<file path="src/hdl/assert_macros.svh">
// Assertion helpers shared by the RTL.
`ifndef ASSERT_MACROS_SVH
`define ASSERT_MACROS_SVH

`ifndef ASSERT_OFF
`define ASSERT_IMPL(lbl, clk, rstn, ante, cons) \
  lbl: assert property (@(posedge clk) disable iff (!rstn) (ante) |-> (cons)) \
    else $error("implication check failed");
`define ASSERT_NEXT(lbl, clk, rstn, ante, cons) \
  lbl: assert property (@(posedge clk) disable iff (!rstn) (ante) |=> (cons)) \
    else $error("next-cycle check failed");
`else
`define ASSERT_IMPL(lbl, clk, rstn, ante, cons)
`define ASSERT_NEXT(lbl, clk, rstn, ante, cons)
`endif

`endif

</file>
<file path="src/hdl/ntpcd_pkg.sv">
package ntpcd_pkg;

  localparam logic [29:0] NS_PER_SEC    = 30'd1000000000;
  localparam int          DIV_STEPS     = 48;  // 96 quotient bits, 2 per cycle
  localparam logic [8:0]  MIN_PKT_LEN   = 9'd32;
  localparam logic [7:0]  PT_REQUEST    = 8'd210;
  localparam logic [7:0]  PT_RESPONSE   = 8'd211;
  localparam logic [64:0] BIG_ERR_LIMIT = 65'd1099511627;

  typedef enum logic [2:0] {
    ST_REQ_SENT  = 3'd0,
    ST_RESP_SENT = 3'd1,
    ST_SHORT     = 3'd2,
    ST_UNKNOWN   = 3'd3,
    ST_STALE     = 3'd4,
    ST_ADOPTED   = 3'd5,
    ST_SLEWED    = 3'd6
  } status_t;

  typedef enum logic [10:0] {
    S_IDLE = 11'b000_0000_0001,
    S_SUM  = 11'b000_0000_0010,
    S_DIV  = 11'b000_0000_0100,
    S_PREP = 11'b000_0000_1000,
    S_ADD  = 11'b000_0001_0000,
    S_MAG  = 11'b000_0010_0000,
    S_MUL  = 11'b000_0100_0000,
    S_ACC1 = 11'b000_1000_0000,
    S_ACC2 = 11'b001_0000_0000,
    S_UPD  = 11'b010_0000_0000,
    S_DONE = 11'b100_0000_0000
  } state_t;

endpackage

</file>
<file path="src/hdl/ntpcd_if.sv">
interface ntpcd_in_if;
  logic        valid;
  logic        ready;
  logic        req_type;
  logic [62:0] now_ns;
  logic [8:0]  packet_length;
  logic [7:0]  payload_type;
  logic [63:0] originate_stamp;
  logic [63:0] receive_stamp;
  logic [63:0] transmit_stamp;

  modport source (output valid, req_type, now_ns, packet_length, payload_type,
                  originate_stamp, receive_stamp, transmit_stamp, input ready);
  modport sink   (input valid, req_type, now_ns, packet_length, payload_type,
                  originate_stamp, receive_stamp, transmit_stamp, output ready);
endinterface

interface ntpcd_out_if;
  logic               valid;
  logic               ready;
  logic               send_valid;
  logic [7:0]         send_type;
  logic [63:0]        send_originate;
  logic [63:0]        send_receive;
  logic [63:0]        send_transmit;
  logic [2:0]         status;
  logic signed [63:0] clock_offset;
  logic               synced;
  logic               large_error;

  modport source (output valid, send_valid, send_type, send_originate, send_receive,
                  send_transmit, status, clock_offset, synced, large_error,
                  input ready);
  modport sink   (input valid, send_valid, send_type, send_originate, send_receive,
                  send_transmit, status, clock_offset, synced, large_error,
                  output ready);
endinterface

</file>
<file path="src/hdl/ntp_style_clock_discipline_unit.sv">
// NTP-style clock discipline.
// in_ch (valid/ready): one request tick or one parsed timing packet per transfer,
//   each with the raw local time now_ns. Taken only while the unit is idle.
// out_ch (valid/ready): exactly one result per input transfer, in order: the
//   packet to send (if any), a status code, and offset/synced after the item.
// Every item first forms synced time T = max(0, now_ns + offset) and converts
//   it to 32.32 form with a serial divide by 1e9 at 2 quotient bits a cycle;
//   a short sequence of adds and two multiplies (33x30 and 32x30) then does
//   the adopt or slew arithmetic.
// The unit takes no new item until the previous one has been loaded into the
//   output register.
// A finished result sits in the output register; the unit goes idle and takes
//   the next item while the receiver stalls, and waits at its end only if the
//   previous result has still not been taken.
// Reset (rst_n low, synchronous): offset 0, not synced, no request pending,
//   output empty.
`include "assert_macros.svh"

module ntp_style_clock_discipline_unit (
  input  logic          clk,
  input  logic          rst_n,
  ntpcd_in_if.sink      in_ch,
  ntpcd_out_if.source   out_ch
);

  ntpcd_pkg::state_t  state_r;
  ntpcd_pkg::status_t status_r;

  // latched item
  logic        req_type_r;
  logic [62:0] now_r;
  logic [8:0]  len_r;
  logic [7:0]  ptype_r;
  logic [63:0] t1_r, t2_r, t3_r;

  // discipline state
  logic signed [63:0] offset_r;
  logic               synced_r;
  logic [63:0]        pending_r;

  // working registers
  logic [63:0]        t_r;
  logic [63:0]        a_r, b_r;
  logic [64:0]        s_r;
  logic               neg_r;
  logic [32:0]        mh_r;
  logic [31:0]        ml_r;
  logic               lerr_r;
  logic [62:0]        pa_r;
  logic [61:0]        pb_r;
  logic [63:0]        inner_r;
  logic [63:0]        q_r;

  // output register
  logic               out_vld_r;
  logic               o_send_r;
  logic [7:0]         o_type_r;
  logic [63:0]        o_orig_r, o_recv_r, o_xmit_r;
  logic [2:0]         o_status_r;
  logic signed [63:0] o_offset_r;
  logic               o_synced_r;
  logic               o_lerr_r;

  logic        accept;
  logic        out_load;
  logic [64:0] sum65;
  logic [63:0] ns;
  logic        div_done;
  logic [63:0] div_quot;
  logic [64:0] mag;
  logic [62:0] frac_sum;
  logic        is_send;
  logic        is_resp;

  assign accept   = in_ch.valid && in_ch.ready;
  assign in_ch.ready = (state_r == ntpcd_pkg::S_IDLE);
  assign out_load = (state_r == ntpcd_pkg::S_DONE) && (!out_vld_r || out_ch.ready);

  // synced time, clamped at zero
  assign sum65 = {2'b00, now_r} + {offset_r[63], offset_r};
  assign ns    = sum65[64] ? 64'd0 : sum65[63:0];

  ntpcd_div u_div (
    .clk      (clk),
    .rst_n    (rst_n),
    .start    (state_r == ntpcd_pkg::S_SUM),
    .dividend (ns),
    .done     (div_done),
    .quot     (div_quot)
  );

  assign mag      = s_r[64] ? (~s_r + 65'd1) : s_r;
  assign frac_sum = {27'd0, pa_r[3:0], 32'd0} + {1'b0, pb_r};
  assign is_resp  = (status_r == ntpcd_pkg::ST_RESP_SENT);
  assign is_send  = is_resp || (status_r == ntpcd_pkg::ST_REQ_SENT);

  // sequencer
  always_ff @(posedge clk) begin
    if (!rst_n) begin
      state_r <= ntpcd_pkg::S_IDLE;
    end else begin
      unique case (state_r)
        ntpcd_pkg::S_IDLE: if (accept) state_r <= ntpcd_pkg::S_SUM;
        ntpcd_pkg::S_SUM:  state_r <= ntpcd_pkg::S_DIV;
        ntpcd_pkg::S_DIV:  if (div_done) state_r <= ntpcd_pkg::S_PREP;
        ntpcd_pkg::S_PREP: state_r <= ntpcd_pkg::S_ADD;
        ntpcd_pkg::S_ADD:  state_r <= ntpcd_pkg::S_MAG;
        ntpcd_pkg::S_MAG:  state_r <= ntpcd_pkg::S_MUL;
        ntpcd_pkg::S_MUL:  state_r <= ntpcd_pkg::S_ACC1;
        ntpcd_pkg::S_ACC1: state_r <= ntpcd_pkg::S_ACC2;
        ntpcd_pkg::S_ACC2: state_r <= ntpcd_pkg::S_UPD;
        ntpcd_pkg::S_UPD:  state_r <= ntpcd_pkg::S_DONE;
        ntpcd_pkg::S_DONE: if (out_load) state_r <= ntpcd_pkg::S_IDLE;
        default:           state_r <= ntpcd_pkg::S_IDLE;
      endcase
    end
  end

  // discipline state updates, committed once per item
  always_ff @(posedge clk) begin
    if (!rst_n) begin
      offset_r  <= '0;
      synced_r  <= 1'b0;
      pending_r <= '0;
    end else if (state_r == ntpcd_pkg::S_UPD) begin
      case (status_r)
        ntpcd_pkg::ST_REQ_SENT: pending_r <= t_r;
        ntpcd_pkg::ST_ADOPTED: begin
          offset_r  <= q_r - {1'b0, now_r};
          synced_r  <= 1'b1;
          pending_r <= '0;
        end
        ntpcd_pkg::ST_SLEWED: begin
          offset_r  <= neg_r ? offset_r - q_r : offset_r + q_r;
          pending_r <= '0;
        end
        default: ;
      endcase
    end
  end

  // datapath
  always_ff @(posedge clk) begin
    if (accept) begin
      req_type_r <= in_ch.req_type;
      now_r      <= in_ch.now_ns;
      len_r      <= in_ch.packet_length;
      ptype_r    <= in_ch.payload_type;
      t1_r       <= in_ch.originate_stamp;
      t2_r       <= in_ch.receive_stamp;
      t3_r       <= in_ch.transmit_stamp;
    end
    if (state_r == ntpcd_pkg::S_DIV && div_done) t_r <= div_quot;
    if (state_r == ntpcd_pkg::S_PREP) begin
      a_r <= t2_r - t1_r;
      b_r <= t3_r - t_r;
      if (!req_type_r)                             status_r <= ntpcd_pkg::ST_REQ_SENT;
      else if (len_r < ntpcd_pkg::MIN_PKT_LEN)     status_r <= ntpcd_pkg::ST_SHORT;
      else if (ptype_r == ntpcd_pkg::PT_REQUEST)   status_r <= ntpcd_pkg::ST_RESP_SENT;
      else if (ptype_r != ntpcd_pkg::PT_RESPONSE)  status_r <= ntpcd_pkg::ST_UNKNOWN;
      else if (pending_r == '0 || t1_r != pending_r) status_r <= ntpcd_pkg::ST_STALE;
      else if (!synced_r)                          status_r <= ntpcd_pkg::ST_ADOPTED;
      else                                         status_r <= ntpcd_pkg::ST_SLEWED;
    end
    if (state_r == ntpcd_pkg::S_ADD) s_r <= {a_r[63], a_r} + {b_r[63], b_r};
    if (state_r == ntpcd_pkg::S_MAG) begin
      neg_r  <= s_r[64];
      lerr_r <= mag > ntpcd_pkg::BIG_ERR_LIMIT;
      if (status_r == ntpcd_pkg::ST_ADOPTED) begin
        mh_r <= {1'b0, t3_r[63:32]};
        ml_r <= t3_r[31:0];
      end else begin
        mh_r <= mag[64:32];
        ml_r <= mag[31:0];
      end
    end
    if (state_r == ntpcd_pkg::S_MUL) begin
      pa_r <= 63'({30'd0, mh_r} * {33'd0, ntpcd_pkg::NS_PER_SEC});
      pb_r <= 62'({30'd0, ml_r} * {32'd0, ntpcd_pkg::NS_PER_SEC});
    end
    if (state_r == ntpcd_pkg::S_ACC1) begin
      // adopt: fraction part of ns; slew: low partial of S*1e9 >> 36
      inner_r <= (status_r == ntpcd_pkg::ST_ADOPTED) ? {34'd0, pb_r[61:32]}
                                                     : {37'd0, frac_sum[62:36]};
    end
    if (state_r == ntpcd_pkg::S_ACC2) begin
      q_r <= (status_r == ntpcd_pkg::ST_ADOPTED) ? {1'b0, pa_r} + inner_r
                                                 : {5'd0, pa_r[62:4]} + inner_r;
    end
    if (out_load) begin
      o_send_r   <= is_send;
      o_type_r   <= is_resp ? ntpcd_pkg::PT_RESPONSE
                  : (is_send ? ntpcd_pkg::PT_REQUEST : 8'd0);
      o_orig_r   <= is_resp ? t3_r : 64'd0;
      o_recv_r   <= is_resp ? t_r : 64'd0;
      o_xmit_r   <= is_send ? t_r : 64'd0;
      o_status_r <= status_r;
      o_offset_r <= offset_r;
      o_synced_r <= synced_r;
      o_lerr_r   <= (status_r == ntpcd_pkg::ST_SLEWED) && lerr_r;
    end
  end

  always_ff @(posedge clk) begin
    if (!rst_n) begin
      out_vld_r <= 1'b0;
    end else if (out_load) begin
      out_vld_r <= 1'b1;
    end else if (out_ch.ready) begin
      out_vld_r <= 1'b0;
    end
  end

  assign out_ch.valid          = out_vld_r;
  assign out_ch.send_valid     = o_send_r;
  assign out_ch.send_type      = o_type_r;
  assign out_ch.send_originate = o_orig_r;
  assign out_ch.send_receive   = o_recv_r;
  assign out_ch.send_transmit  = o_xmit_r;
  assign out_ch.status         = o_status_r;
  assign out_ch.clock_offset   = o_offset_r;
  assign out_ch.synced         = o_synced_r;
  assign out_ch.large_error    = o_lerr_r;

  `ASSERT_IMPL(a_done_in_div, clk, rst_n, div_done, state_r == ntpcd_pkg::S_DIV)
  `ASSERT_NEXT(a_accept_starts, clk, rst_n, accept, state_r == ntpcd_pkg::S_SUM)
  `ASSERT_NEXT(a_synced_sticky, clk, rst_n, synced_r, synced_r)
  `ASSERT_IMPL(a_lerr_on_slew, clk, rst_n, out_vld_r && o_lerr_r,
               o_status_r == ntpcd_pkg::ST_SLEWED)

endmodule

</file>
<file path="src/hdl/ntpcd_div.sv">
// Radix-4 restoring divide by 1e9 of {dividend, 32'b0}; keeps low 64 quotient
// bits, which is the 32.32 stamp (seconds wrap to 32 bits).
module ntpcd_div (
  input  logic        clk,
  input  logic        rst_n,
  input  logic        start,
  input  logic [63:0] dividend,
  output logic        done,
  output logic [63:0] quot
);

  localparam int CW = $clog2(ntpcd_pkg::DIV_STEPS);

  logic [63:0]   dvd_r;
  logic [29:0]   rem_r;
  logic [63:0]   quo_r;
  logic [CW-1:0] cnt_r;
  logic          busy_r;
  logic          done_r;

  logic [30:0] r1, r1s, r2, r2s;
  logic        ge1, ge2;

  always_comb begin
    r1  = {rem_r, dvd_r[63]};
    ge1 = r1 >= {1'b0, ntpcd_pkg::NS_PER_SEC};
    r1s = ge1 ? r1 - {1'b0, ntpcd_pkg::NS_PER_SEC} : r1;
    r2  = {r1s[29:0], dvd_r[62]};
    ge2 = r2 >= {1'b0, ntpcd_pkg::NS_PER_SEC};
    r2s = ge2 ? r2 - {1'b0, ntpcd_pkg::NS_PER_SEC} : r2;
  end

  always_ff @(posedge clk) begin
    if (!rst_n) begin
      busy_r <= 1'b0;
      done_r <= 1'b0;
      cnt_r  <= '0;
    end else begin
      done_r <= 1'b0;
      if (start) begin
        busy_r <= 1'b1;
        cnt_r  <= '0;
      end else if (busy_r) begin
        cnt_r <= cnt_r + 1'b1;
        if (cnt_r == CW'(ntpcd_pkg::DIV_STEPS - 1)) begin
          busy_r <= 1'b0;
          done_r <= 1'b1;
        end
      end
    end
  end

  always_ff @(posedge clk) begin
    if (start) begin
      dvd_r <= dividend;
      rem_r <= '0;
    end else if (busy_r) begin
      dvd_r <= {dvd_r[61:0], 2'b00};
      rem_r <= r2s[29:0];
      quo_r <= {quo_r[61:0], ge1, ge2};
    end
  end

  assign done = done_r;
  assign quot = quo_r;

endmodule
</file>
<file path="src/flat_wrapper.sv">
// flat-port wrapper written by rule: the top's interface ports become plain ports
module ntp_style_clock_discipline_unit_flat 
  (clk, rst_n, in_ch_valid, in_ch_req_type, in_ch_now_ns, in_ch_packet_length, in_ch_payload_type, in_ch_originate_stamp, in_ch_receive_stamp, in_ch_transmit_stamp, in_ch_ready, out_ch_valid, out_ch_send_valid, out_ch_send_type, out_ch_send_originate, out_ch_send_receive, out_ch_send_transmit, out_ch_status, out_ch_clock_offset, out_ch_synced, out_ch_large_error, out_ch_ready);
  ntpcd_in_if in_ch_i ();
  ntpcd_out_if out_ch_i ();
  input  logic clk;
  input  logic rst_n;
  input wire logic [$bits(in_ch_i.valid)-1:0] in_ch_valid;
  input wire logic [$bits(in_ch_i.req_type)-1:0] in_ch_req_type;
  input wire logic [$bits(in_ch_i.now_ns)-1:0] in_ch_now_ns;
  input wire logic [$bits(in_ch_i.packet_length)-1:0] in_ch_packet_length;
  input wire logic [$bits(in_ch_i.payload_type)-1:0] in_ch_payload_type;
  input wire logic [$bits(in_ch_i.originate_stamp)-1:0] in_ch_originate_stamp;
  input wire logic [$bits(in_ch_i.receive_stamp)-1:0] in_ch_receive_stamp;
  input wire logic [$bits(in_ch_i.transmit_stamp)-1:0] in_ch_transmit_stamp;
  output wire logic [$bits(in_ch_i.ready)-1:0] in_ch_ready;
  output wire logic [$bits(out_ch_i.valid)-1:0] out_ch_valid;
  output wire logic [$bits(out_ch_i.send_valid)-1:0] out_ch_send_valid;
  output wire logic [$bits(out_ch_i.send_type)-1:0] out_ch_send_type;
  output wire logic [$bits(out_ch_i.send_originate)-1:0] out_ch_send_originate;
  output wire logic [$bits(out_ch_i.send_receive)-1:0] out_ch_send_receive;
  output wire logic [$bits(out_ch_i.send_transmit)-1:0] out_ch_send_transmit;
  output wire logic [$bits(out_ch_i.status)-1:0] out_ch_status;
  output wire logic [$bits(out_ch_i.clock_offset)-1:0] out_ch_clock_offset;
  output wire logic [$bits(out_ch_i.synced)-1:0] out_ch_synced;
  output wire logic [$bits(out_ch_i.large_error)-1:0] out_ch_large_error;
  input wire logic [$bits(out_ch_i.ready)-1:0] out_ch_ready;
  assign in_ch_i.valid = in_ch_valid;
  assign in_ch_i.req_type = in_ch_req_type;
  assign in_ch_i.now_ns = in_ch_now_ns;
  assign in_ch_i.packet_length = in_ch_packet_length;
  assign in_ch_i.payload_type = in_ch_payload_type;
  assign in_ch_i.originate_stamp = in_ch_originate_stamp;
  assign in_ch_i.receive_stamp = in_ch_receive_stamp;
  assign in_ch_i.transmit_stamp = in_ch_transmit_stamp;
  assign in_ch_ready = in_ch_i.ready;
  assign out_ch_valid = out_ch_i.valid;
  assign out_ch_send_valid = out_ch_i.send_valid;
  assign out_ch_send_type = out_ch_i.send_type;
  assign out_ch_send_originate = out_ch_i.send_originate;
  assign out_ch_send_receive = out_ch_i.send_receive;
  assign out_ch_send_transmit = out_ch_i.send_transmit;
  assign out_ch_status = out_ch_i.status;
  assign out_ch_clock_offset = out_ch_i.clock_offset;
  assign out_ch_synced = out_ch_i.synced;
  assign out_ch_large_error = out_ch_i.large_error;
  assign out_ch_i.ready = out_ch_ready;
  ntp_style_clock_discipline_unit u_core (.clk(clk), .rst_n(rst_n), .in_ch(in_ch_i), .out_ch(out_ch_i));
endmodule
</file>
<file path="config.mk">
export PLATFORM = sky130hd
export DESIGN_NAME = ntp_style_clock_discipline_unit_flat
export DESIGN_NICKNAME = d
export VERILOG_FILES = /design/src/hdl/ntpcd_pkg.sv /design/src/hdl/ntpcd_if.sv /design/src/hdl/ntp_style_clock_discipline_unit.sv /design/src/hdl/ntpcd_div.sv /design/src/flat_wrapper.sv
export VERILOG_INCLUDE_DIRS = /design/src /design/src/hdl
export SDC_FILE = /design/constraint.sdc
export NUM_CORES = 2
export LEC_CHECK = 0
export BUFFER_PORTS_ARGS = -buffer_cell sky130_fd_sc_hd__buf_4
export CORE_ASPECT_RATIO = 2
export CORE_MARGIN = 4
export CORE_UTILIZATION = 45
export DETAILED_ROUTE_END_ITERATION = 8
export PLACE_DENSITY = 0.69
export SETUP_SLACK_MARGIN = 0.15
export SYNTH_ARGS = -nofsm -noshare
export SYNTH_HDL_FRONTEND = slang
export SYNTH_HIERARCHICAL = 1
export SYNTH_SLANG_ARGS = --single-unit
</file>
<file path="constraint.sdc">
create_clock -name clk -period 22.4 [get_ports clk]
set_input_delay 4.48 -clock clk [delete_from_list [all_inputs] [get_ports clk]]
set_output_delay 4.48 -clock clk [all_outputs]
set_load 0.01 [all_outputs]
</file>
==> impl_metrics.ini <==
[routing]
remaining_drc_errors = 0
drt-total-wl_um = 355000
routed-via-count = 78900
vias_per_cell = 5.71
first_pass_iters = 6
drtAntennaViolNets = 0
wl_per_cell_um = 25.7
drtIter0Drc = 5176

[critical_path]
crit_buf_inv = 4
critPathTopFamily = adder cells
r2r_slack_ns = 14.06
crit_slowest_cell = xor2_1
path_max_fanout = 8
max_stage_delay_ns = 0.81
rr_worst_depth = 22
cp.depth = 22
crit_chain = inv_1 -> fa_1 -> fa_1 -> fa_1 -> fa_1 -> fa_1 -> inv_1 -> fa_1 -> inv_1 -> fa_1 -> inv_1 -> ha_1 -> nand2_1 -> nor2_1 -> nand2_1 -> o221ai_1 -> a211oi_1 -> a31oi_1 -> a21o_1 -> a31oi_1 -> o31ai_1 -> xor2_1
critPathArrivalTime_ns = 8.81
endpoint_kind = flop
path_class = flop to flop
cp-start-kind = flop
required_ns = 22.87
crit_top_cell = fa_1

[clock_tree]
clock_latency_ns = 0.83
postCtsHoldBufs = 0
clock_path_buffers = 4
cts_resized = 0
root_buffer = clkbuf_16
numCtsBuffers = 140
post_cts.repair.setup_buffers = 0
cts-htree-levels = 4
cts_sinks = 1344
path_clk_slew_ns = 0.07
cts_tree = done

[worst_hold_path]
hold_depth = 0
holdCritPathClass = flop to flop

[synthesis]
yosysSeqAreaShare_pct = 37.2
synth_top_cell_by_area = edfxtp_1
yosysWarnings = 6
synth_area_per_cell_um2 = 10.1
synth_area_mm2 = 0.104
yosysMostFrequentCell = inv_1
netlist_top_cells_count = inv_1, edfxtp_1, ha_1, a21oi_1, nand2_1
synth.area.top_cells = edfxtp_1, fa_1, ha_1
synth_top_area_share_pct = 33.7
synth_cells = 10200
synth_edf_count = 1165
ys_types = 101
synth-async-reset-ratio_pct = 0
ys_ff_latch = 1344
synthFlopType = edfxtp_1

[timing]
final_hold_viol_count = 0
max_freq_mhz = 120
skew_ns = 0.0493
slew_headroom_pct = 10.3
rsz0062_at_grt = no
finalWorstSetupSlack_ns = 14.06
setup_viol = 0
tns_ns = 0
layout_min_cycle_time_ns = 8.34
finalCritPeriodShare_pct = 37.2
worst_pin_slew_ns = 1.34
slew_violations = 0

[placement]
placed_cells = 13500
io_buffers = 540
post-place-ws_ns = 14.09
place_hpwl_um = 292000
gp_congestion = 1.10

[pwr]
power_density_mw_per_mm2 = 54.4
ir_drop_mv = 0.0931
leakage_nw = 49.9
p_total_mw = 6.29

[floorplan]
die_w_um = 348
die-area_mm2 = 0.239
core_mm2 = 0.230
rows = 249
die_h_um = 687
ioPinCount = 549
initial_core_util_pct = 45.2

[global_routing]
grt_pass1_wl_um = 520000
grt_pass1_vias = 84400
overflow = 0
antenna_found_initial = 21
grt_max_degree = 127
gr-usage-all-layers_pct = 29.1

[final_layout]
final_layout_size_suffix_gt1_share_pct = 9.31
syn_to_final_growth_pct = 11.5
final_util_pct = 50.4
fin_nets = 12500
finalNonFillerCells = 13800

[job]
cap_violations = 0

[run_status]
status = completed
worst reg2reg max path: stages, from the launching register on:
cell and delay, ns:
edfxtp_1 0.70, inv_1 0.15, fa_1 0.60, fa_1 0.46, fa_1 0.53, fa_1 0.55
fa_1 0.55, inv_1 0.06, fa_1 0.57, inv_1 0.07, fa_1 0.49, inv_1 0.04
ha_1 0.35, nand2_1 0.16, nor2_1 0.20, nand2_1 0.10, o221ai_1 0.40, a211oi_1 0.18
a31oi_1 0.25, a21o_1 0.23, a31oi_1 0.21, o31ai_1 0.34, xor2_1 0.81
layout by cell type (no fill, tap or decap), types with 24 or more instances in the layout:
cell type / netlist / routed
ha_1: 962 / 962
xor2_1: 270 / 269
o21ai_0: 451 / 451
nand2b_1: 80 / 80
and3_1: 202 / 202
nand2_1: 699 / 698
o21bai_1: 84 / 84
and2_1: 47 / 46
nor4_1: 62 / 57
fa_1: 642 / 642
o21a_1: 74 / 74
nand3_1: 202 / 202
or3_1: 58 / 58
nor2b_1: 79 / 77
inv_1: 1382 / 1379
dfxtp_1: 179 / 179
nor2_1: 599 / 593
a211oi_1: 66 / 66
a31oi_1: 73 / 73
nor3_1: 206 / 205
or4_1: 24 / 24
o211ai_1: 50 / 50
mux2_2: 66 / 66
a21oi_1: 746 / 746
or2_2: 26 / 25
edfxtp_1: 1165 / 1165
nand4_1: 137 / 137
a21o_1: 302 / 302
o31ai_1: 53 / 52
mux2i_1: 32 / 32
clkbuf_16: 0 / 142
xnor2_1: 463 / 463
buf_4: 7 / 622
sequential cells by signal (all words and copies together) (netlist names), 32 cells and up:
name                          count
u_core/a_r                       64
u_core/b_r                       64
u_core/mh_r                      33
u_core/ml_r                      32
u_core/now_r                     63
u_core/offset_r                  64
u_core/out_ch.clock_offset       64
u_core/out_ch.send_originate     64
u_core/out_ch.send_receive       64
u_core/out_ch.send_transmit      64
u_core/pa_r                      54
u_core/pending_r                 64
u_core/q_r                       64
u_core/s_r                       65
u_core/t1_r                      64
u_core/t2_r                      64
u_core/t3_r                      64
u_core/t_r                       64
u_core/u_div/dvd_r               64
u_core/u_div/quot                64
area by class of cell:
| type | count | area [µm²] |
|---|---|---|
| antenna | 23 | 57.6 |
| clock buffer | 171 | 3730 |
| clock inverter | 74 | 840 |
| fill | 20800 | 114000 |
| inverter | 1384 | 5200 |
| multi-input combinational | 7174 | 58800 |
| sequential | 1344 | 38600 |
| tap | 3012 | 3770 |
| timing repair buffer | 624 | 4710 |
per-stage QoR:
step,cell area (µm²),hold slack [ns]
4_1_cts,116000,0.424
5_1_grt,116000,0.441
6_report,116000,0.421
3_3_place_gp,111000,0.408
2_1_floorplan,104000,0.400
3_5_place_dp,111000,0.408
cell families (layout without fill, tap and decap cells):
| group | count (synthesis) | in the layout | share of synthesized area, % |
|---|---|---|---|
| and+or+nand+nor | 2516 | 2516 | 11.8 |
| DFF | 1344 | 1344 | 37.2 |
| xor gates and xnor gates | 733 | 733 | 6.19 |
| other | 1 | 26 | 0.00361 |
| buffers and inverters | 1722 | 2253 | 6.28 |
| muxes | 98 | 98 | 1.03 |
| AOI/OAI and AO/OA | 2220 | 2220 | 13.5 |
| adders and majority gates | 1604 | 1604 | 24.0 |
path summary, 6_finish.rpt:
path / from / end
hold / removal: u_core/u_div/quot[62]$_DFFE_PP_ / u_core/t_r[62]$_DFFE_PP_
hold reg to reg: u_core/u_div/quot[62]$_DFFE_PP_ / u_core/t_r[62]$_DFFE_PP_
setup / recovery: u_core/mh_r[1]$_DFFE_PP_ / u_core/pa_r[59]$_DFFE_PP_
setup reg to reg: u_core/mh_r[1]$_DFFE_PP_ / u_core/pa_r[59]$_DFFE_PP_
metal layers:
metal  vias up  part of all wire [%]  track usage (%)
met3      1031                   4.2             3.58
met2      2641                    55             56.3
met4         2                    10             25.2
met5         -                0.0039                0
li1      36700                     -                -
met1     38500                    31             26.1
report_power, final:
part	internal, mW	switching, mW	total (mW)	leakage [nW]
Clock	1.37	1.04	2.41	2.21
Combinational	0.351	0.573	0.924	35.6
Sequential	2.84	0.111	2.95	12.0
Total	4.56	1.73	6.29	49.9
Power figures use the tool's default switching activity.
